## src/hw/rtl/lpkv_pkg.sv

```systemverilog
// lpkv_pkg: types, constants and helpers for the linear probe key value table
// used by lpkv_front, lpkv_fifo, lpkv_back and the top level
`timescale 1ns / 1ps
`default_nettype none
package lpkv_pkg;

  localparam int CAPACITY_DEF  = 256;
  localparam int KEY_BYTES_DEF = 15;
  localparam int KEY_LEN_W     = 4;
  localparam int MAXE_W        = 9;
  localparam logic [MAXE_W-1:0] MAXE_RESET = 9'd179;
  localparam int FIFO_DEPTH    = 2;

  localparam logic [1:0] KIND_PUT    = 2'd0;
  localparam logic [1:0] KIND_GET    = 2'd1;
  localparam logic [1:0] KIND_RANK   = 2'd2;
  localparam logic [1:0] KIND_UNUSED = 2'd3;

  localparam logic [1:0] ST_OK       = 2'd0;
  localparam logic [1:0] ST_NOTFOUND = 2'd1;
  localparam logic [1:0] ST_FULL     = 2'd2;

  typedef struct packed {
    logic [1:0]  kind;
    logic [63:0] key_lo;
    logic [55:0] key_hi;
    logic [3:0]  key_len;
    logic signed [31:0] put_value;
    logic [7:0]  slot_rank;
  } in_item_t;

  typedef struct packed {
    logic [1:0]  status;
    logic signed [31:0] found_value;
    logic [63:0] out_key_lo;
    logic [55:0] out_key_hi;
    logic [3:0]  out_key_len;
    logic [8:0]  entry_count;
  } out_item_t;

  // classified command handed from front to back
  typedef struct packed {
    logic [1:0]  kind;
    logic [63:0] key_lo;
    logic [55:0] key_hi;
    logic [3:0]  key_len;
    logic [31:0] value;
    logic [7:0]  rank;
    logic [31:0] hash;
  } cmd_t;

endpackage
`default_nettype wire

```

## src/hw/rtl/lpkv_fifo.sv

```systemverilog
// lpkv_fifo: short command queue between front and back
// depends on lpkv_pkg
`timescale 1ns / 1ps
`default_nettype none
module lpkv_fifo (
  input  wire             clk,
  input  wire             rst_n,
  input  wire             wr_valid,
  output logic            wr_ready,
  input  lpkv_pkg::cmd_t  wr_data,
  output logic            rd_valid,
  input  wire             rd_ready,
  output lpkv_pkg::cmd_t  rd_data
);

  localparam int D = lpkv_pkg::FIFO_DEPTH;
  localparam int AW = $clog2(D);

  lpkv_pkg::cmd_t mem_r [D];
  logic [AW-1:0]  wp_r, rp_r;
  logic [AW:0]    cnt_r;
  logic           do_wr, do_rd;

  assign wr_ready = (cnt_r != (AW+1)'(D));
  assign rd_valid = (cnt_r != '0);
  assign rd_data  = mem_r[rp_r];
  assign do_wr    = wr_valid && wr_ready;
  assign do_rd    = rd_valid && rd_ready;

  always_ff @(posedge clk) begin
    if (!rst_n) begin
      wp_r  <= '0;
      rp_r  <= '0;
      cnt_r <= '0;
    end else begin
      if (do_wr) wp_r <= wp_r + AW'(1);
      if (do_rd) rp_r <= rp_r + AW'(1);
      cnt_r <= cnt_r + (AW+1)'(do_wr) - (AW+1)'(do_rd);
    end
    if (do_wr) mem_r[wp_r] <= wr_data;
  end

endmodule
`default_nettype wire

```

## config.mk

```make
export PLATFORM = sky130hd
export DESIGN_NAME = lpkv_fifo
export DESIGN_NICKNAME = d
export VERILOG_FILES = /design/src/hw/rtl/lpkv_pkg.sv /design/src/hw/rtl/lpkv_fifo.sv
export SDC_FILE = /design/constraint.sdc
export NUM_CORES = 1
export LEC_CHECK = 0
export BUFFER_PORTS_ARGS = -buffer_cell sky130_fd_sc_hd__buf_4
export CAP_MARGIN = 20
export CORE_MARGIN = 1
export CORE_UTILIZATION = 45
export DETAILED_ROUTE_END_ITERATION = 8
export PLACE_DENSITY = 0.7
export SLEW_MARGIN = 30
export SYNTH_ARGS = -nofsm -noshare
export SYNTH_HDL_FRONTEND = slang
export SYNTH_SLANG_ARGS = --single-unit
```

## constraint.sdc

```tcl
create_clock -name clk -period 11.6 [get_ports clk]
set_clock_uncertainty 0.15 [all_clocks]
set_input_delay 1.74 -clock clk [delete_from_list [all_inputs] [get_ports clk]]
set_output_delay 1.74 -clock clk [all_outputs]
set_load 0.01 [all_outputs]
```

==> run_results.csv, run 1 <==
group,metric,value,unit
outcome,status,"finished clean",
finish,final_area,0.0197,sq mm
sta,setup_viol,0,
setup_path,timing.rr.start,"cnt_r[0]$_SDFF_PN0_",
placement,dp.cells,1472,
clocking,post-cts-setup-buffers,0,
clocking,cts_num_sinks,401,
global_routing,grt_usage,17.2,%
synthesis,synth_edf_count,396,
setup_path,crit_required,9.71,ns
clocking,cts_buffers,41,
synthesis,ys_warn_count,0,
clocking,path_clk_slew,0.06,ns
sta,drv_slew,0,
placement,port_buffers,401,
setup_path,crit_buf_inv,3,
route,ant_nets,0,
setup_path,path_cells,"buf_4, buf_4, mux2_2, buf_4",
global_routing,grt_pass1_vias,7577,
floorplanning,ioPinCount,402,
floorplanning,die_h,184,um
floorplanning,core,0.0326,sq mm
sta,fmax,0.188,GHz
worst_hold_path,holdCritStartpoint,"rp_r$_SDFFE_PN0P_",
clocking,cts_max_level,2,
clocking,cts_tree,"yes",
sta,grt_setup_unrepaired,"false",
setup_path,critical_path.top_delay_family,"buffers and inverters",
finish,nNetsFinal,1276,
synthesis,syn_area,0.0150,sq mm
route,drc_errors,0,
route,wl_per_cell,19.6,um
clocking,cts_hold_buf,0,
finish,fillers,2418,
floorplanning,start_util,45.9,%
synthesis,synth_seq_cells,401,
setup_path,critPathKind,"flop to output port",
route,drt-initial-drc-count,473,
synthesis,netlist_instances,645,
global_routing,grt_max_degree,123,
synthesis,ys_types,24,
finish,regArea,0.0120,sq mm
finish,final_cell_mix,"buf_4, edfxtp_1, mux2_4",
route,vias,7456,
route,routed_wl,30.3,mm
global_routing,grt_pass1_wl,43.6,mm
setup_path,critPathLaunchType,"flop",
setup_path,cp-end-kind,"output port",
floorplanning,die_area,0.0340,sq mm
job,maxCapViolCount,0,
setup_path,max_stage_delay,0.83,ns
sta,fin_crit,5.33,ns
finish,multi_input_area,0.00277,sq mm
finish,syn2layout_area_growth,31.5,%
sta,setup_tns,0,ns
power_and_ir_drop,p_leak,7.48,nW
synthesis,async_flop_share,0,%
placement,dpl.hpwl,20.6,mm
clocking,cts_root_buf,"clkbuf_16",
global_routing,antenna_found_initial,2,
finish,stdcell_count,1547,
worst_hold_path,hold_class,"flop to flop",
setup_path,critical_path.most_common_cell,"buf_4",
sta,hold_viol_final,0,
sta,fin_hold_ws,0.435,ns
finish,layout-drive-gt1-share,60.7,%
synthesis,yosysSeqAreaShare,80.1,%
clocking,cts_buffer_depth,3,
setup_path,crit_path_max_fanout,56,
route,routed_via_density,4.82,
setup_path,worstPathArrival,3.44,ns
clocking,clkLatencyLatePin,0.51,ns
finish,final_common_cell,"buf_4",
setup_path,cp_slowest_cell,"buf_4",
placement,gp_congestion,0.771,
sta,tightest_slew,0.983,ns
placement,placed_area,0.0184,sq mm
power_and_ir_drop,power_density,201,mW/mm^2
power_and_ir_drop,peakVddDrop,141,uV
floorplanning,num_rows,66,
power_and_ir_drop,total_power,0.00396,W
floorplanning,die_x,184,um
route,drt-pass1-iter-count,4,
synthesis,syn_nets,848,
clocking,cts_resized,0,
sta,slew_headroom,34.5,%
global_routing,grt_overflow,0,
synthesis,ys.flop_type,"edfxtp_1",
sta,fin_crit_sh,46.0,%
synthesis,syn_avg_cell_area,23.2,sq um
==> cell families after synthesis <==
group / after synthesis / share of synthesized area (%)
fa+ha+maj: 1 / 0.0836
buf+inv: 23 / 1.39
flops: 401 / 80.1
xor+xnor: 1 / 0.0585
simple gates: 13 / 0.493
compound gates: 7 / 0.360
mux: 199 / 17.5
==> report_power, final <==
| group | switching, W | internal (W) |
|---|---|---|
| Sequential | 0.0000576 | 0.00177 |
| Clock | 0.000505 | 0.000725 |
| Combinational | 0.000405 | 0.000508 |
| Total | 0.000967 | 0.00300 |
==> worst paths after layout <==
check / to / cells past startpoint / slack, ns
worst min register to register: flop / 2 / 0.44
worst max-delay path: rd_data[11] / 4 / 6.27
worst max register to register: mem_r[0][98]$_DFFE_PP_ / 4 / 8.66
worst min-delay path: flop / 2 / 0.44
==> through the flow <==
stage	util, %	setup slack (ns)
after CTS	60.3	6.19
final	60.3	6.27
after global routing	60.3	6.04
after global placement	56.4	6.77
after detailed placement	56.4	6.75
after floorplan	-	4.55
==> per-layer routing <==
metal / vias to the layer above / GRT usage (%) / wire length (um)
li1: 3432 / - / -
met1: 3623 / 20.8 / 11500
met2: 347 / 28.4 / 14800
met3: 54 / 6.20 / 3220
met4: 0 / 6.30 / 821
met5: - / 0 / 0
==> synth_stat cells (all sizes together), types with 2 or more instances <==
library cell  instances  share of area (%)
edfxtp              396                 79
mux2                198                 17
buf                  22                1.4
dfxtp                 5               0.67
and2                  3               0.13
a21bo                 2               0.13
nand2b                2              0.084
nor2                  2              0.050
o21ai                 2              0.067
==> worst reg2reg max path, delay by kind of cell, from the launching register on <==
| kind | cells | cell delay (ns) |
|---|---|---|
| buf+inv | 2 | 1.47 |
| simple gates | 2 | 0.45 |
| flops | 1 | 0.44 |
==> sequential cells by signal, summed over array words and instances (netlist names), named ones only <==
signal,cells
wp_r,1
mem_r,396
rp_r,1
cnt_r,2
==> area by class of cell <==
cell class              count  share of cell area, %
well taps                 442                   2.81
inverters                   1                 0.0572
clock inverters            21                  0.776
diodes                      3                 0.0382
clock buffers              51                   5.67
repair buffers            407                   15.6
flip-flops and latches    401                   61.0
multi-input cells         221                   14.1
(Power assumes the default switching activity.)
==> run 2: changes to the inputs <==
--- a/config.mk
+++ b/config.mk
@@ -10,7 +10,7 @@
 export CORE_MARGIN = 1
 export CORE_UTILIZATION = 45
 export DETAILED_ROUTE_END_ITERATION = 8
-export PLACE_DENSITY = 0.7
+export PLACE_DENSITY = 0.73
 export SLEW_MARGIN = 30
 export SYNTH_ARGS = -nofsm -noshare
 export SYNTH_HDL_FRONTEND = slang
==> constraint.sdc (replaced) <==
create_clock -name clk -period 4.85 [get_ports clk]
set_clock_uncertainty 0.15 [all_clocks]
set_input_delay 0.7275 -clock clk [delete_from_list [all_inputs] [get_ports clk]]
set_output_delay 0.7275 -clock clk [all_outputs]
set_load 0.01 [all_outputs]
==> run_results.csv, run 2 (synthesis results as in run 1) <==
group,metric,value,unit
outcome,status,"finished clean",
clocking,cts_buffers,41,
finish,stdcell_count,1545,
global_routing,grt_pass1_wl,43.5,mm
placement,gp_congestion,0.784,
worst_hold_path,hold_class,"input pin to flop",
floorplanning,die_area,0.0340,sq mm
clocking,cts_resized,0,
placement,dpl.hpwl,20.8,mm
finish,layout-drive-gt1-share,60.5,%
finish,largest_register_ffs,396,
floorplanning,start_util,45.9,%
finish,reg.largest.list,"mem_r: 396 flops, cnt_r: 2 flops",
setup_path,cp-end-kind,"output port",
route,wl_per_cell,19.9,um
global_routing,grt_max_degree,111,
placement,port_buffers,401,
sta,fin_hold_ws,0.241,ns
setup_path,worstPathArrival,2.37,ns
setup_path,crit_required,3.97,ns
setup_path,max_stage_delay,0.74,ns
finish,nNetsFinal,1279,
route,ant_nets,0,
global_routing,grt_overflow,0,
sta,slew_headroom,43.0,%
finish,syn2layout_area_growth,31.7,%
floorplanning,core,0.0326,sq mm
placement,dp.cells,1475,
sta,setup_viol,0,
sta,drv_slew,0,
setup_path,crit_path_max_fanout,73,
floorplanning,ioPinCount,402,
sta,hold_viol_final,0,
power_and_ir_drop,p_leak,7.48,nW
floorplanning,die_h,184,um
setup_path,path_cells,"buf_12, mux2_2, buf_4",
global_routing,grt_pass1_vias,7665,
clocking,clkLatencyLatePin,0.52,ns
route,drt-pass1-iter-count,6,
route,drc_errors,0,
route,routed_wl,30.7,mm
clocking,cts_max_level,2,
finish,final_common_cell,"buf_4",
clocking,cts_tree,"yes",
sta,tightest_slew,0.855,ns
clocking,cts_buffer_depth,3,
power_and_ir_drop,peakVddDrop,321,uV
floorplanning,die_x,184,um
clocking,cts_hold_buf,0,
job,maxCapViolCount,0,
finish,final_cell_mix,"buf_4, edfxtp_1, mux2_4",
route,routed_via_density,4.87,
clocking,cts_root_buf,"clkbuf_16",
finish,regMostFlops,"mem_r",
setup_path,critPathLaunchType,"flop",
floorplanning,num_rows,66,
global_routing,antenna_found_initial,1,
power_and_ir_drop,power_density,479,mW/mm^2
sta,setup_tns,0,ns
global_routing,grt_usage,17.2,%
sta,fin_crit,3.24,ns
clocking,cts_num_sinks,401,
sta,fmax,0.308,GHz
clocking,post-cts-setup-buffers,0,
sta,grt_setup_unrepaired,"false",
setup_path,cp_slowest_cell,"dfxtp_4",
setup_path,critPathKind,"flop to output port",
route,vias,7530,
sta,fin_crit_sh,66.9,%
clocking,path_clk_slew,0.06,ns
route,drt-initial-drc-count,440,
run 2: layout make-up:
type	instances	area (sq um)
fill	2358	12900
sequential	401	12000
timing repair buffer	410	3150
multi-input combinational	221	2770
clock buffer	50	1100
tap	442	553
clock inverter	19	119
inverter	1	7.51
antenna	1	2.50
run 2: path summary, 6_finish.rpt:
path / from / to / slack, ns / depth (start not counted)
worst min-delay path: wr_data[19] / mem_r[1][19]$_DFFE_PP_ / 0.24 / 1
worst max register to register: cnt_r[0]$_SDFF_PN0_ / mem_r[1][131]$_DFFE_PP_ / 2.42 / 3
worst min register to register: rp_r$_SDFFE_PN0P_ / flop / 0.43 / 2
worst max-delay path: flop / rd_data[194] / 1.61 / 3
run 2: worst max-delay path, delay by kind of cell, from the launching register on:
kind	cells	cell delay (ns)
flops	1	0.74
mux	1	0.40
buf+inv	2	0.61
run 2: power by group:
part	internal [W]	leakage [nW]	total (W)	switching [W]
clock	0.00166	0.599	0.00286	0.00120
combinational	0.00123	3.13	0.00224	0.00101
sequential	0.00422	3.75	0.00434	0.000122
run 2: metal layers:
layer	vias up	global-route usage [%]	routed length, um
met5	-	0	0
met4	0	6.03	790
met3	50	5.69	2730
met2	303	28.8	15200
met1	3748	20.6	12000
li1	3429	-	-
run 2: metrics by stage:
step	util, %	total power [W]	area [sq um]	worst slack (ns)
after detailed placement	56.7	0.00668	18500	2.13
final	60.4	0.00944	19700	1.61
after floorplan	-	0.00571	15000	0.501
after global routing	60.4	0.00981	19700	1.49
after global placement	56.7	0.00664	18500	2.14
after CTS	60.4	0.00955	19700	1.56
==> run 3: changes to the inputs <==
--- a/config.mk
+++ b/config.mk
@@ -10,7 +10,7 @@
 export CORE_MARGIN = 1
 export CORE_UTILIZATION = 45
 export DETAILED_ROUTE_END_ITERATION = 8
-export PLACE_DENSITY = 0.73
+export PLACE_DENSITY = 0.7
 export SLEW_MARGIN = 30
 export SYNTH_ARGS = -nofsm -noshare
 export SYNTH_HDL_FRONTEND = slang
==> constraint.sdc (replaced) <==
create_clock -name clk -period 3.32 [get_ports clk]
set_clock_uncertainty 0.15 [all_clocks]
set_input_delay 0.498 -clock clk [delete_from_list [all_inputs] [get_ports clk]]
set_output_delay 0.498 -clock clk [all_outputs]
set_load 0.01 [all_outputs]
==> run_results.csv, run 3 (synthesis results as in run 1) <==
group,metric,value,unit
clocking,post-cts-setup-buffers,0,
power_and_ir_drop,p_leak,8.17,nW
setup_path,cp-end-kind,"output port",
global_routing,grt_pass1_wl,45.9,mm
placement,port_buffers,401,
route,drt-pass1-iter-count,4,
sta,fin_hold_ws,0.0210,ns
finish,regMostFlops,"mem_r",
sta,tightest_slew,0.665,ns
power_and_ir_drop,power_density,653,mW/mm^2
clocking,cts_root_buf,"clkbuf_16",
route,routed_via_density,4.70,
sta,setup_viol,0,
floorplanning,num_rows,66,
global_routing,grt_max_degree,91,
finish,final_common_cell,"buf_4",
finish,syn2layout_area_growth,42.7,%
finish,fillers,2168,
setup_path,path_cells,"buf_12, mux2_4, buf_4",
floorplanning,core,0.0326,sq mm
clocking,cts_max_level,2,
setup_path,crit_path_max_fanout,55,
placement,gp_congestion,0.750,
finish,largest_register_ffs,396,
setup_path,critPathLaunchType,"flop",
job,maxCapViolCount,0,
sta,hold_viol_final,0,
route,routed_wl,31.8,mm
power_and_ir_drop,peakVddDrop,549,uV
finish,nNetsFinal,1446,
sta,setup_tns,0,ns
route,drc_errors,0,
setup_path,worstPathArrival,2.09,ns
floorplanning,ioPinCount,402,
route,wl_per_cell,18.5,um
outcome,status,"finished clean",
clocking,path_clk_slew,0.05,ns
sta,grt_setup_unrepaired,"false",
sta,fin_crit,2.74,ns
floorplanning,die_h,184,um
sta,fmax,0.366,GHz
power_and_ir_drop,total_power,0.0140,W
clocking,cts_buffers,41,
clocking,cts_buffer_depth,3,
route,ant_nets,0,
setup_path,crit_buf_inv,2,
finish,final_util,65.5,%
finish,layout-drive-gt1-share,53.3,%
floorplanning,die_x,184,um
clocking,cts_num_sinks,401,
clocking,cts_tree,"yes",
finish,reg.largest.list,"mem_r: 396 flops, cnt_r: 2 flops",
global_routing,grt_pass1_vias,8300,
sta,slew_headroom,55.6,%
route,drt-initial-drc-count,362,
placement,dpl.hpwl,20.2,mm
setup_path,crit_required,2.67,ns
worst_hold_path,hold_class,"input pin to flop",
clocking,clkLatencyLatePin,0.50,ns
sta,drv_slew,0,
setup_path,max_stage_delay,0.62,ns
sta,timing.final.ws_setup,0.584,ns
floorplanning,start_util,45.9,%
sta,fin_crit_sh,82.4,%
global_routing,grt_usage,17.8,%
setup_path,critical_path.top_delay_family,"flip-flops",
setup_path,critPathKind,"flop to output port",
placement,dp_worst_setup_slack,0.893,ns
global_routing,grt_overflow,0,
floorplanning,die_area,0.0340,sq mm
finish,final_cell_mix,"buf_4, edfxtp_1, dlygate4sd3_1",
route,vias,8068,
global_routing,antenna_found_initial,3,
setup_path,regToRegSetupSlack,1.04,ns
setup_path,cp_slowest_cell,"dfxtp_4",
==> run 3: changes by cell type in the layout (fill, tap and decap cells not counted), moves of 2 or more <==
cell,previous run,this run
clkinv_1,9,4
dfxtp_1,4,2
dfxtp_2,0,2
diode_2,1,3
dlygate4sd3_1,0,160
clkbuf_1,7,14
buf_4,404,411
==> run 3: cell type report <==
type | count | area, sq um | share of cell area [%]
Sequential cell | 401 | 12000 | 56.2
Clock buffer | 57 | 1130 | 5.28
Antenna cell | 3 | 7.51 | 0.0351
Timing Repair Buffer | 577 | 4810 | 22.5
Tap cell | 442 | 553 | 2.59
Clock inverter | 14 | 82.6 | 0.387
Multi-Input combinational cell | 221 | 2780 | 13.0
Inverter | 1 | 7.51 | 0.0351
==> run 3: path summary, 6_finish.rpt <==
check                                         start                      to  depth (start not counted)
worst max-delay path                           flop            rd_data[147]                          3
worst min-delay path                     wr_data[3]   mem_r[0][3]$_DFFE_PP_                          1
worst max register to register  cnt_r[0]$_SDFF_PN0_  mem_r[0][60]$_DFFE_PP_                          4
worst min register to register    rp_r$_SDFFE_PN0P_                    flop                          2
==> run 3: per-layer routing <==
metal / track usage [%] / up-vias / routed length (um)
met4: 5.47 / 0 / 744
met3: 5.75 / 49 / 2710
met2: 31.1 / 323 / 16100
met5: 0 / - / 0
met1: 20.8 / 3931 / 12200
li1: - / 3765 / -
==> run 3: where the power goes <==
group	switching (W)	total [W]	internal, W
sequential	0.000160	0.00632	0.00616
clock	0.00177	0.00415	0.00238
combinational	0.00154	0.00349	0.00195
==> run 3: metrics by stage <==
stage / cells / instance area (sq um)
detailed placement: 1482 / 18500
CTS: 1696 / 21200
global placement: 1482 / 18500
global route: 1716 / 21400
floorplan: 645 / 15000
finish: 1716 / 21400
==> run 3: what timing repair did <==
action | CTS | global route
gates resized for setup | 0 | 0
hold buffers | 143 | 17
endpoints found under the hold margin | 274 | 32
setup endpoints to repair | 0 | 0
