**src/hw/rtl/lpkv_pkg.sv**
```systemverilog
// lpkv_pkg: types, constants and helpers for the linear probe key value table
// used by lpkv_front, lpkv_fifo, lpkv_back and the top level
`timescale 1ns / 1ps
`default_nettype none
package lpkv_pkg;

  localparam int CAPACITY_DEF  = 256;
  localparam int KEY_BYTES_DEF = 15;
  localparam int KEY_LEN_W     = 4;
  localparam int MAXE_W        = 9;
  localparam logic [MAXE_W-1:0] MAXE_RESET = 9'd179;
  localparam int FIFO_DEPTH    = 2;

  localparam logic [1:0] KIND_PUT    = 2'd0;
  localparam logic [1:0] KIND_GET    = 2'd1;
  localparam logic [1:0] KIND_RANK   = 2'd2;
  localparam logic [1:0] KIND_UNUSED = 2'd3;

  localparam logic [1:0] ST_OK       = 2'd0;
  localparam logic [1:0] ST_NOTFOUND = 2'd1;
  localparam logic [1:0] ST_FULL     = 2'd2;

  typedef struct packed {
    logic [1:0]  kind;
    logic [63:0] key_lo;
    logic [55:0] key_hi;
    logic [3:0]  key_len;
    logic signed [31:0] put_value;
    logic [7:0]  slot_rank;
  } in_item_t;

  typedef struct packed {
    logic [1:0]  status;
    logic signed [31:0] found_value;
    logic [63:0] out_key_lo;
    logic [55:0] out_key_hi;
    logic [3:0]  out_key_len;
    logic [8:0]  entry_count;
  } out_item_t;

  // classified command handed from front to back
  typedef struct packed {
    logic [1:0]  kind;
    logic [63:0] key_lo;
    logic [55:0] key_hi;
    logic [3:0]  key_len;
    logic [31:0] value;
    logic [7:0]  rank;
    logic [31:0] hash;
  } cmd_t;

endpackage
`default_nettype wire

```
**src/hw/rtl/lpkv_front.sv**
```systemverilog
// lpkv_front: accepts transactions, canonicalizes the key and hashes it one
// byte per cycle; depends on lpkv_pkg
`timescale 1ns / 1ps
`default_nettype none
module lpkv_front #(
  parameter int KEY_BYTES = lpkv_pkg::KEY_BYTES_DEF
) (
  input  wire                 clk,
  input  wire                 rst_n,
  input  wire                 in_valid,
  output logic                in_ready,
  input  lpkv_pkg::in_item_t  in_data,
  output logic                cmd_valid,
  input  wire                 cmd_ready,
  output lpkv_pkg::cmd_t      cmd
);

  typedef enum logic [2:0] {
    F_IDLE = 3'b001,
    F_HASH = 3'b010,
    F_PUSH = 3'b100
  } fstate_t;

  fstate_t        state_r, state_nxt;
  lpkv_pkg::cmd_t cmd_r, cmd_nxt;
  logic [3:0]     idx_r, idx_nxt;
  logic [119:0]   key_all;
  logic [119:0]   mask;
  logic [3:0]     len_sat;
  logic [7:0]     cur_byte;
  logic [119:0]   kcat;

  assign in_ready  = (state_r == F_IDLE);
  assign cmd_valid = (state_r == F_PUSH);
  assign cmd       = cmd_r;
  assign kcat      = {cmd_r.key_hi, cmd_r.key_lo};
  assign cur_byte  = kcat[{idx_r, 3'b000} +: 8];

  always_comb begin
    len_sat = (in_data.key_len > 4'(KEY_BYTES)) ? 4'(KEY_BYTES) : in_data.key_len;
    key_all = {in_data.key_hi, in_data.key_lo};
    mask    = 120'd0;
    for (int i = 0; i < 15; i++) begin
      if (4'(i) < len_sat) mask[8*i +: 8] = 8'hff;
    end
  end

  always_comb begin
    state_nxt = state_r;
    cmd_nxt   = cmd_r;
    idx_nxt   = idx_r;
    unique case (state_r)
      F_IDLE: begin
        if (in_valid) begin
          cmd_nxt.kind    = in_data.kind;
          cmd_nxt.key_lo  = key_all[63:0] & mask[63:0];
          cmd_nxt.key_hi  = key_all[119:64] & mask[119:64];
          cmd_nxt.key_len = len_sat;
          cmd_nxt.value   = in_data.put_value;
          cmd_nxt.rank    = in_data.slot_rank;
          cmd_nxt.hash    = 32'd0;
          idx_nxt         = 4'd0;
          state_nxt       = F_HASH;
        end
      end
      F_HASH: begin
        if (idx_r >= cmd_r.key_len) begin
          state_nxt = F_PUSH;
        end else begin
          cmd_nxt.hash = (cmd_r.hash << 5) + cmd_r.hash + {24'd0, cur_byte};
          idx_nxt      = idx_r + 4'd1;
        end
      end
      F_PUSH: begin
        if (cmd_ready) state_nxt = F_IDLE;
      end
      default: state_nxt = F_IDLE;
    endcase
  end

  always_ff @(posedge clk) begin
    if (!rst_n) begin
      state_r <= F_IDLE;
    end else begin
      state_r <= state_nxt;
    end
    cmd_r <= cmd_nxt;
    idx_r <= idx_nxt;
  end

endmodule
`default_nettype wire

```
**config.mk**
```make
export PLATFORM = sky130hd
export DESIGN_NAME = lpkv_front
export DESIGN_NICKNAME = d
export VERILOG_FILES = /design/src/hw/rtl/lpkv_pkg.sv /design/src/hw/rtl/lpkv_front.sv
export SDC_FILE = /design/constraint.sdc
export NUM_CORES = 1
export LEC_CHECK = 0
export BUFFER_PORTS_ARGS = -buffer_cell sky130_fd_sc_hd__buf_2
export CAP_MARGIN = 20
export CORE_MARGIN = 3
export CORE_UTILIZATION = 45
export DETAILED_ROUTE_END_ITERATION = 8
export GPL_TIMING_DRIVEN = 0
export PLACE_DENSITY = 0.73
export SETUP_SLACK_MARGIN = 0.1
export SLEW_MARGIN = 20
export SYNTH_ARGS = -nofsm -noshare
export SYNTH_HDL_FRONTEND = slang
export SYNTH_SLANG_ARGS = --single-unit
```
**constraint.sdc**
```tcl
create_clock -name clk -period 7.2 [get_ports clk]
set_input_delay 1.44 -clock clk [delete_from_list [all_inputs] [get_ports clk]]
set_output_delay 1.44 -clock clk [all_outputs]
set_load 0.05 [all_outputs]
```
==> impl_metrics.py, run 1 <==
metrics = {
    "placement": {
        "dp_cells": 1421,
        "portBuffers": 369,
        "dpl_worst_slack_ps": 2100,
        "dpl.hpwl_mm": 26.8,
        "gp_congestion": 0.877,
    },
    "min_path": {
        "holdPathEnd": "state_r[0]",
        "min-delay-start": "state_r[0]",
        "hold_class": "reg -> reg",
        "whs_path_depth": 3,
    },
    "clock_network": {
        "cts_buffers": 23,
        "cts_root_buffer": "clkbuf_16",
        "tritoncts": "done",
        "cts_resized": 0,
        "insertion_delay_ps": 530,
        "clk_pin_slew_ps": 60,
        "holdBufCountCts": 0,
        "clk_path_buf_depth": 3,
        "clock-sinks": 205,
        "htree_levels": 1,
        "postCtsSetupBuffers": 0,
    },
    "routing": {
        "drt_iter0_markers": 446,
        "ant_nets": 0,
        "vias_per_cell": 5.40,
        "wire_per_inst_um": 22.7,
        "vias": 7939,
        "dr.pass1.iters": 5,
        "drc": 0,
        "wl_mm": 33.4,
    },
    "cells_and_area": {
        "layoutNonFillerInstCount": 1469,
        "fin_util": 0.607,
        "area_growth_syn_to_layout_pct": 30.1,
        "drive_gt1_frac": 0.383,
        "nets": 1403,
    },
    "grt": {
        "grt_usage": 0.260,
        "grt_max_degree": 52,
        "grt_pass1_wl_mm": 48.3,
        "grt_overflow_total": 0,
        "antenna_found_initial": 8,
        "grt_pass1_vias": 8150,
    },
    "synth": {
        "synth-seq-cells": 205,
        "synth_compound_area_frac": 0.0670,
        "synthXorXnorAreaFrac": 0.0228,
        "postSynthCellCount": 766,
        "synthDominantCellAreaShare": 0.584,
        "post_synth_fa_ha_maj_area_fraction": 0.0837,
        "synthSimpleGateAreaFrac": 0.136,
        "synth_area_sq_mm": 0.0104,
        "synth_most_common_cell": "edfxtp_1",
        "async_reset_ff_frac": 0,
        "synth_mux_area_frac": 0.0831,
        "synth_top_family_by_area": "simple AND/OR/NAND/NOR gates",
        "ys_types": 50,
        "synth.area.top_cells": "edfxtp_1 58%, ha_1 7.6%, mux4_2 6.9%",
        "netlist_top_cells_count": "202 x edfxtp_1, 63 x ha_1, 57 x nor2b_1",
        "avgSynthCellArea_sq_um": 13.5,
        "synth_warnings": 0,
        "yosysSeqAreaShare": 0.590,
        "synth-main-ff-cell": "edfxtp_1",
        "syn-num-nets": 1003,
        "synth_enable_flop_cells": 202,
        "synth_top_area_cell": "edfxtp_1",
    },
    "sta": {
        "tns_ps": 0,
        "fin_crit_sh": 0.720,
        "rsz0062_at_grt": "no",
        "max_slew_margin": 0.234,
        "worst_pin_slew_ps": 1140,
        "final_max_slew_viol_count": 0,
        "finalSetupViolCount": 0,
        "clock_skew_ps": 19.0,
        "layout_setup_ws_ps": 2010,
        "fmax_mhz": 193,
        "min_period_ps": 5190,
        "hold_viol": 0,
    },
    "floorplan": {
        "rows": 54,
        "boundaryPins": 370,
        "die-area_sq_mm": 0.0249,
        "die_h_um": 158,
        "core-area_sq_mm": 0.0222,
        "die_width_um": 158,
        "initial_core_util": 0.467,
    },
    "critical_path": {
        "r2r_cells": 15,
        "critPathLaunchType": "flop",
        "worst_ep_required_time_ps": 7440,
        "path_class": "reg -> reg",
        "arrival_ps": 5430,
        "timing.rr.start": "idx_r[1]",
        "reg2reg_to": "cmd[25]",
        "worstSetupEndpointType": "flop",
        "crit_fanout": 10,
        "r2r_slack_ps": 2010,
    },
    "power": {
        "ir_drop_uv": 192,
        "finalPower_uw": 4450,
        "leakage_uw": 0.00588,
        "power_density_mw_per_mm2": 329,
    },
    "run_status": {
        "status": "completed",
    },
    "flow_run": {
        "max_cap_viol_count": 0,
    },
}
==> final cells by class <==
cell class | instances | area, sq um
Multi-Input combinational cell | 514 | 4100
Antenna cell | 7 | 17.5
Clock inverter | 16 | 190
Clock buffer | 25 | 583
Tap cell | 280 | 350
Timing Repair Buffer | 375 | 1960
Sequential cell | 205 | 6130
Buffer | 31 | 120
Fill cell | 1782 | 8730
Inverter | 16 | 60.1
==> per-layer routing <==
| metal | global-route usage | wire [um] | vias to the layer above |
|---|---|---|---|
| met5 | 0 | 13 | - |
| met4 | 0.0802 | 960 | 2 |
| met3 | 0.0801 | 2730 | 49 |
| met2 | 0.469 | 17900 | 278 |
| met1 | 0.296 | 11800 | 3917 |
| li1 | - | - | 3693 |
==> registers in the layout, indices dropped and copies added (netlist names) <==
signal / flops
cmd: 198
state_r: 3
idx_r: 4
==> where the power goes <==
| part | internal (uW) | switching, uW |
|---|---|---|
| clock network | 729 | 478 |
| registers | 1510 | 88.0 |
| logic | 510 | 1130 |
| total | 2750 | 1700 |
==> worst max-delay path, cell delays in order, from the launching register on <==
cell and delay, ps:
edfxtp_1 400, clkbuf_1 450, clkbuf_1 700, mux2i_1 270, o21ai_0 150, mux4_2 510
ha_1 290, ha_1 230, fa_1 420, a21o_2 240, a31oi_1 320, or4_4 220
a31oi_1 180, a41oi_1 290, xor2_1 170, nor2_1 60
==> cell usage in the layout (no fill, tap or decap), types with 14 or more instances in the layout <==
master and count:
clkbuf_16 23, clkbuf_1 28, ha_1 63, xor2_1 14
a21oi_1 35, nand3_1 14, buf_2 372, edfxtp_1 202
a21o_1 14, nor2b_1 57, nor2_1 55, inv_1 16
and2_1 42, nand2_1 39, and3_1 32, mux4_2 32
o21ai_0 19
==> stage by stage <==
stage | instance area [sq um] | hold slack, ps
5_1_grt | 13500 | 716
3_5_place_dp | 12700 | 611
2_1_floorplan | 10400 | 563
4_1_cts | 13500 | 660
6_report | 13500 | 651
3_3_place_gp | 12600 | 588
==> cell families after synthesis <==
kind of cell	Yosys count
adder cells (fa/ha/maj)	67
AO/OA/AOI/OAI	108
multiplexers	46
AND/OR/NAND/NOR	266
flip-flops	205
buffers and inverters	47
XOR/XNOR	27
==> worst max path at each step <==
stage / endpoint / slack, ps / startpoint / cells after the start
after floorplan: cmd[100] / 1440 / in_valid / 1
after global placement: cmd[33] / -230 / in_valid / 2
after detailed placement: cmd[17] / 2100 / idx_r[1] / 15
after CTS: cmd[17] / 2030 / idx_r[1] / 15
after global routing: cmd[30] / 1750 / idx_r[1] / 16
final: cmd[25] / 2010 / idx_r[1] / 15
No activity file was read; power rests on OpenSTA's default activity.
==> inputs of run 2 (changes only) <==
==> constraint.sdc (replaced) <==
create_clock -name clk -period 5.3 [get_ports clk]
set_input_delay 1.06 -clock clk [delete_from_list [all_inputs] [get_ports clk]]
set_output_delay 1.06 -clock clk [all_outputs]
set_load 0.05 [all_outputs]
==> impl_metrics.py, run 2 (synthesized netlist as in run 1, its figures left out) <==
metrics = {
    "placement": {
        "dp_cells": 1419,
        "dpl.hpwl_mm": 26.8,
        "dpl_worst_slack_ps": 240,
        "gp_congestion": 0.885,
        "portBuffers": 369,
    },
    "critical_path": {
        "critPathLaunchType": "flop",
        "worstSetupEndpointType": "flop",
        "worst_ep_required_time_ps": 5530,
        "r2r_slack_ps": 260,
        "crit_slowest_cell": "clkbuf_1",
        "cp.depth": 14,
        "crit_fanout": 10,
        "arrival_ps": 5280,
        "path_class": "reg -> reg",
        "r2r_cells": 14,
        "cp_num_buf_inv": 2,
        "critPathMaxStageDelay_ps": 590,
        "path_cells": "clkbuf_1 > clkbuf_1 > mux4_2 > mux4_2 > ha_1 > ha_1 > fa_1 > a21o_2 > a31oi_1 > or4_4 > a31oi_1 > a41oi_1 > xor2_1 > nor2_1",
        "crit_family": "compound AO/OA/AOI/OAI gates",
    },
    "floorplan": {
        "rows": 54,
        "die_h_um": 158,
        "core-area_sq_mm": 0.0222,
        "die-area_sq_mm": 0.0249,
        "initial_core_util": 0.467,
        "die_width_um": 158,
        "boundaryPins": 370,
    },
    "cells_and_area": {
        "regArea_sq_mm": 0.00613,
        "nFillCells": 1824,
        "drive_gt1_frac": 0.386,
        "area_growth_syn_to_layout_pct": 29.8,
        "layoutNonFillerInstCount": 1467,
        "multi_input_area_sq_mm": 0.00410,
        "largest_reg_flops": 198,
        "nets": 1401,
        "layout_common_cells": "372 x buf_2, 202 x edfxtp_1, 63 x ha_1",
        "final_common_cell": "buf_2",
    },
    "grt": {
        "grt_pass1_vias": 8117,
        "grt_overflow_total": 0,
        "antenna_found_initial": 9,
        "grt_max_degree": 55,
        "grt_usage": 0.260,
        "grt_pass1_wl_mm": 48.5,
    },
    "sta": {
        "layout_setup_ws_ps": 257,
        "finalSetupViolCount": 0,
        "final_max_slew_viol_count": 0,
        "tns_ps": 0,
        "fin_crit_sh": 0.952,
        "hold_viol": 0,
        "fmax_mhz": 198,
        "rsz0062_at_grt": "no",
        "worst_pin_slew_ps": 1070,
        "min_period_ps": 5040,
        "clock_skew_ps": 12.6,
        "whs_ps": 630,
        "max_slew_margin": 0.284,
    },
    "min_path": {
        "hold_class": "reg -> reg",
        "whs_path_depth": 3,
    },
    "clock_network": {
        "htree_levels": 1,
        "clock-sinks": 205,
        "clk_pin_slew_ps": 50,
        "tritoncts": "done",
        "cts_root_buffer": "clkbuf_16",
        "postCtsSetupBuffers": 0,
        "insertion_delay_ps": 500,
        "cts_buffers": 23,
        "clk_path_buf_depth": 3,
        "holdBufCountCts": 0,
        "cts_resized": 0,
    },
    "routing": {
        "wl_mm": 33.3,
        "vias": 7916,
        "wire_per_inst_um": 22.7,
        "ant_nets": 0,
        "dr.pass1.iters": 5,
        "drc": 0,
        "wl_met3_mm": 2.62,
        "wl_met2_mm": 17.9,
        "vias_per_cell": 5.40,
        "drt_iter0_markers": 492,
        "routed.top_layer": "met5",
        "m1WireLength_mm": 12.1,
    },
    "power": {
        "power_density_mw_per_mm2": 447,
        "ir_drop_uv": 295,
        "leakage_uw": 0.00587,
    },
    "flow_run": {
        "max_cap_viol_count": 0,
    },
    "run_status": {
        "status": "completed",
    },
}
run 2: power breakdown:
| group | switching, uW | internal (uW) |
|---|---|---|
| Combinational | 1540 | 693 |
| Sequential | 116 | 2050 |
| Clock | 632 | 994 |
| Total | 2280 | 3740 |
run 2: cell type report:
class | instances | share of cell area
antenna | 8 | 0.00149
buffer | 31 | 0.00919
clock buffer | 30 | 0.0447
clock inverter | 10 | 0.0115
inverter | 16 | 0.00446
multi-input combinational | 514 | 0.304
sequential | 205 | 0.455
tap | 280 | 0.0260
timing repair buffer | 373 | 0.144
run 2: through the flow:
stage / util / cell area, sq um / power (uW)
2_1_floorplan: - / 10400 / 3820
3_3_place_gp: 0.566 / 12600 / 4380
3_5_place_dp: 0.571 / 12700 / 4420
4_1_cts: 0.605 / 13400 / 6040
5_1_grt: 0.606 / 13500 / 6310
6_report: 0.606 / 13500 / 6020
run 2: per-layer routing:
layer | track usage | vias up
li1 | - | 3694
met1 | 0.298 | 3898
met2 | 0.472 | 272
met3 | 0.0744 | 50
met4 | 0.0798 | 2
met5 | 0 | -
run 2: path summary, 6_finish.rpt:
kind | from | to
setup reg to reg | idx_r[1] | cmd[25]
hold reg to reg | state_r[0] | state_r[0]
hold / removal | state_r[0] | state_r[0]
setup / recovery | idx_r[1] | cmd[25]
run 2: worst min-delay path, delay by kind of cell, from the launching register on:
family	cells	cell delay, ps
AOI/OAI and AO/OA	2	210
DFF	1	320
and+or+nand+nor	1	70
==> inputs of run 3 (changes only) <==
==> constraint.sdc (replaced) <==
create_clock -name clk -period 5.3 [get_ports clk]
set_input_delay 0.265 -clock clk [delete_from_list [all_inputs] [get_ports clk]]
set_output_delay 0.265 -clock clk [all_outputs]
set_load 0.05 [all_outputs]
==> impl_metrics.py, run 3 (synthesized netlist as in run 1, its figures left out) <==
metrics = {
    "clock_network": {
        "htree_levels": 1,
        "tritoncts": "done",
        "cts_root_buffer": "clkbuf_16",
        "cts_buffers": 23,
        "clk_path_buf_depth": 3,
        "clk_pin_slew_ps": 60,
        "clock-sinks": 205,
        "insertion_delay_ps": 500,
    },
    "floorplan": {
        "die_width_um": 158,
        "boundaryPins": 370,
        "initial_core_util": 0.467,
        "rows": 54,
        "die_h_um": 158,
        "core-area_sq_mm": 0.0222,
        "die-area_sq_mm": 0.0249,
    },
    "cells_and_area": {
        "area_growth_syn_to_layout_pct": 34.3,
        "drive_gt1_frac": 0.371,
        "largest_reg_flops": 198,
        "final_common_cell": "buf_2",
        "nets": 1447,
        "fin_util": 0.627,
        "layout_common_cells": "372 x buf_2, 202 x edfxtp_1, 63 x ha_1",
        "layoutNonFillerInstCount": 1516,
    },
    "run_status": {
        "status": "completed",
    },
    "power": {
        "leakage_uw": 0.00606,
        "power_switching_uw": 2290,
        "p_int_uw": 3760,
        "p_sw_frac": 0.379,
        "ir_drop_uv": 301,
        "power_density_mw_per_mm2": 434,
        "clockPowerShare": 0.268,
        "seqPwrFrac": 0.358,
        "combPwrFrac": 0.373,
    },
    "routing": {
        "drc": 0,
        "wire_per_inst_um": 22.7,
        "vias": 8157,
        "dr.pass1.iters": 5,
        "drt_iter0_markers": 494,
        "wl_mm": 34.4,
        "ant_nets": 0,
        "vias_per_cell": 5.38,
    },
    "sta": {
        "rsz0062_at_grt": "no",
        "fmax_mhz": 198,
        "layout_setup_ws_ps": 251,
        "fin_crit_sh": 0.953,
        "final_max_slew_viol_count": 0,
        "hold_viol": 0,
        "clock_skew_ps": 10.4,
        "min_period_ps": 5050,
        "tns_ps": 0,
        "whs_ps": 37.5,
        "max_slew_margin": 0.300,
        "worst_pin_slew_ps": 1050,
        "finalSetupViolCount": 0,
    },
    "flow_run": {
        "max_cap_viol_count": 0,
    },
    "critical_path": {
        "worstSetupEndpointType": "flop",
        "critPathLaunchType": "flop",
        "crit_fanout": 10,
        "startpoint": "idx_r[1]",
        "timing.rr.start": "idx_r[1]",
        "arrival_ps": 5280,
        "path_class": "reg -> reg",
        "worst_ep_required_time_ps": 5530,
    },
    "grt": {
        "grt_overflow_total": 0,
        "grt_usage": 0.270,
        "grt_max_degree": 55,
        "grt_pass1_vias": 8420,
        "antenna_found_initial": 12,
        "grt_pass1_wl_mm": 50.2,
    },
    "placement": {
        "portBuffers": 369,
        "dp_cells": 1419,
        "dpl_worst_slack_ps": 240,
        "gp_congestion": 0.885,
        "dpl.hpwl_mm": 26.8,
    },
    "min_path": {
        "hold_class": "in -> reg",
        "min-delay-start": "in_data[57]",
    },
}
## run 3: cell types whose count changed in the layout (fill, tap and decap cells not counted), sizes merged
cell,delta
dlygate4sd3,+46
diode,+3
## run 3: repair_timing
action / in CTS / in global routing
endpoints found under the setup margin: 0 / 10
buffers inserted: 0 / 0
resized for setup: 0 / 8
hold endpoints to repair: 46 / 0
hold buffers: 46 / 0
## run 3: metrics by stage
stage | cell area (sq um) | power, uW
3_5_place_dp | 12700 | 4420
4_1_cts | 13900 | 6070
2_1_floorplan | 10400 | 3820
6_report | 13900 | 6050
3_3_place_gp | 12600 | 4380
5_1_grt | 13900 | 6340
## run 3: per-layer routing
metal  GRT usage  share of wire  vias to the layer above
met3      0.0724          0.077                       70
met5           0        0.00026                        -
met1       0.307           0.36                     3999
met2       0.486           0.53                      301
met4       0.103          0.039                        2
li1            -              -                     3785
## run 3: final cells by class
cell class / instances / area [sq um]
fillers: 1767 / 8290
repair buffers: 419 / 2400
diodes: 11 / 27.5
inverters: 16 / 60.1
multi-input cells: 514 / 4100
clock inverters: 10 / 155
plain buffers: 31 / 124
flip-flops and latches: 205 / 6130
well taps: 280 / 350
clock buffers: 30 / 602
## run 3: power by group through the flow
stage	Sequential [uW]	Combinational (uW)	Clock, uW
global route	2190	2440	1710
detailed placement	2200	2220	0
finish	2170	2260	1620
CTS	2170	2260	1640
floorplan	2830	991	0
global placement	2210	2170	0
## run 3: final timing paths
check / to / slack (ps) / cells past startpoint
setup / recovery: cmd[25] / 250 / 14
hold / removal: cmd[89] / 40 / 2
setup reg to reg: cmd[25] / 250 / 14
hold reg to reg: state_r[0] / 630 / 3
## run 3: critical path, stage by stage, from the launching register on
cell and delay, ps:
edfxtp_1 390, clkbuf_1 430, clkbuf_1 600, mux4_2 440
mux4_2 480, ha_1 290, ha_1 230, fa_1 420
a21o_2 240, a31oi_1 320, or4_4 220, a31oi_1 190
a41oi_1 300, xor2_1 180, nor2_1 50
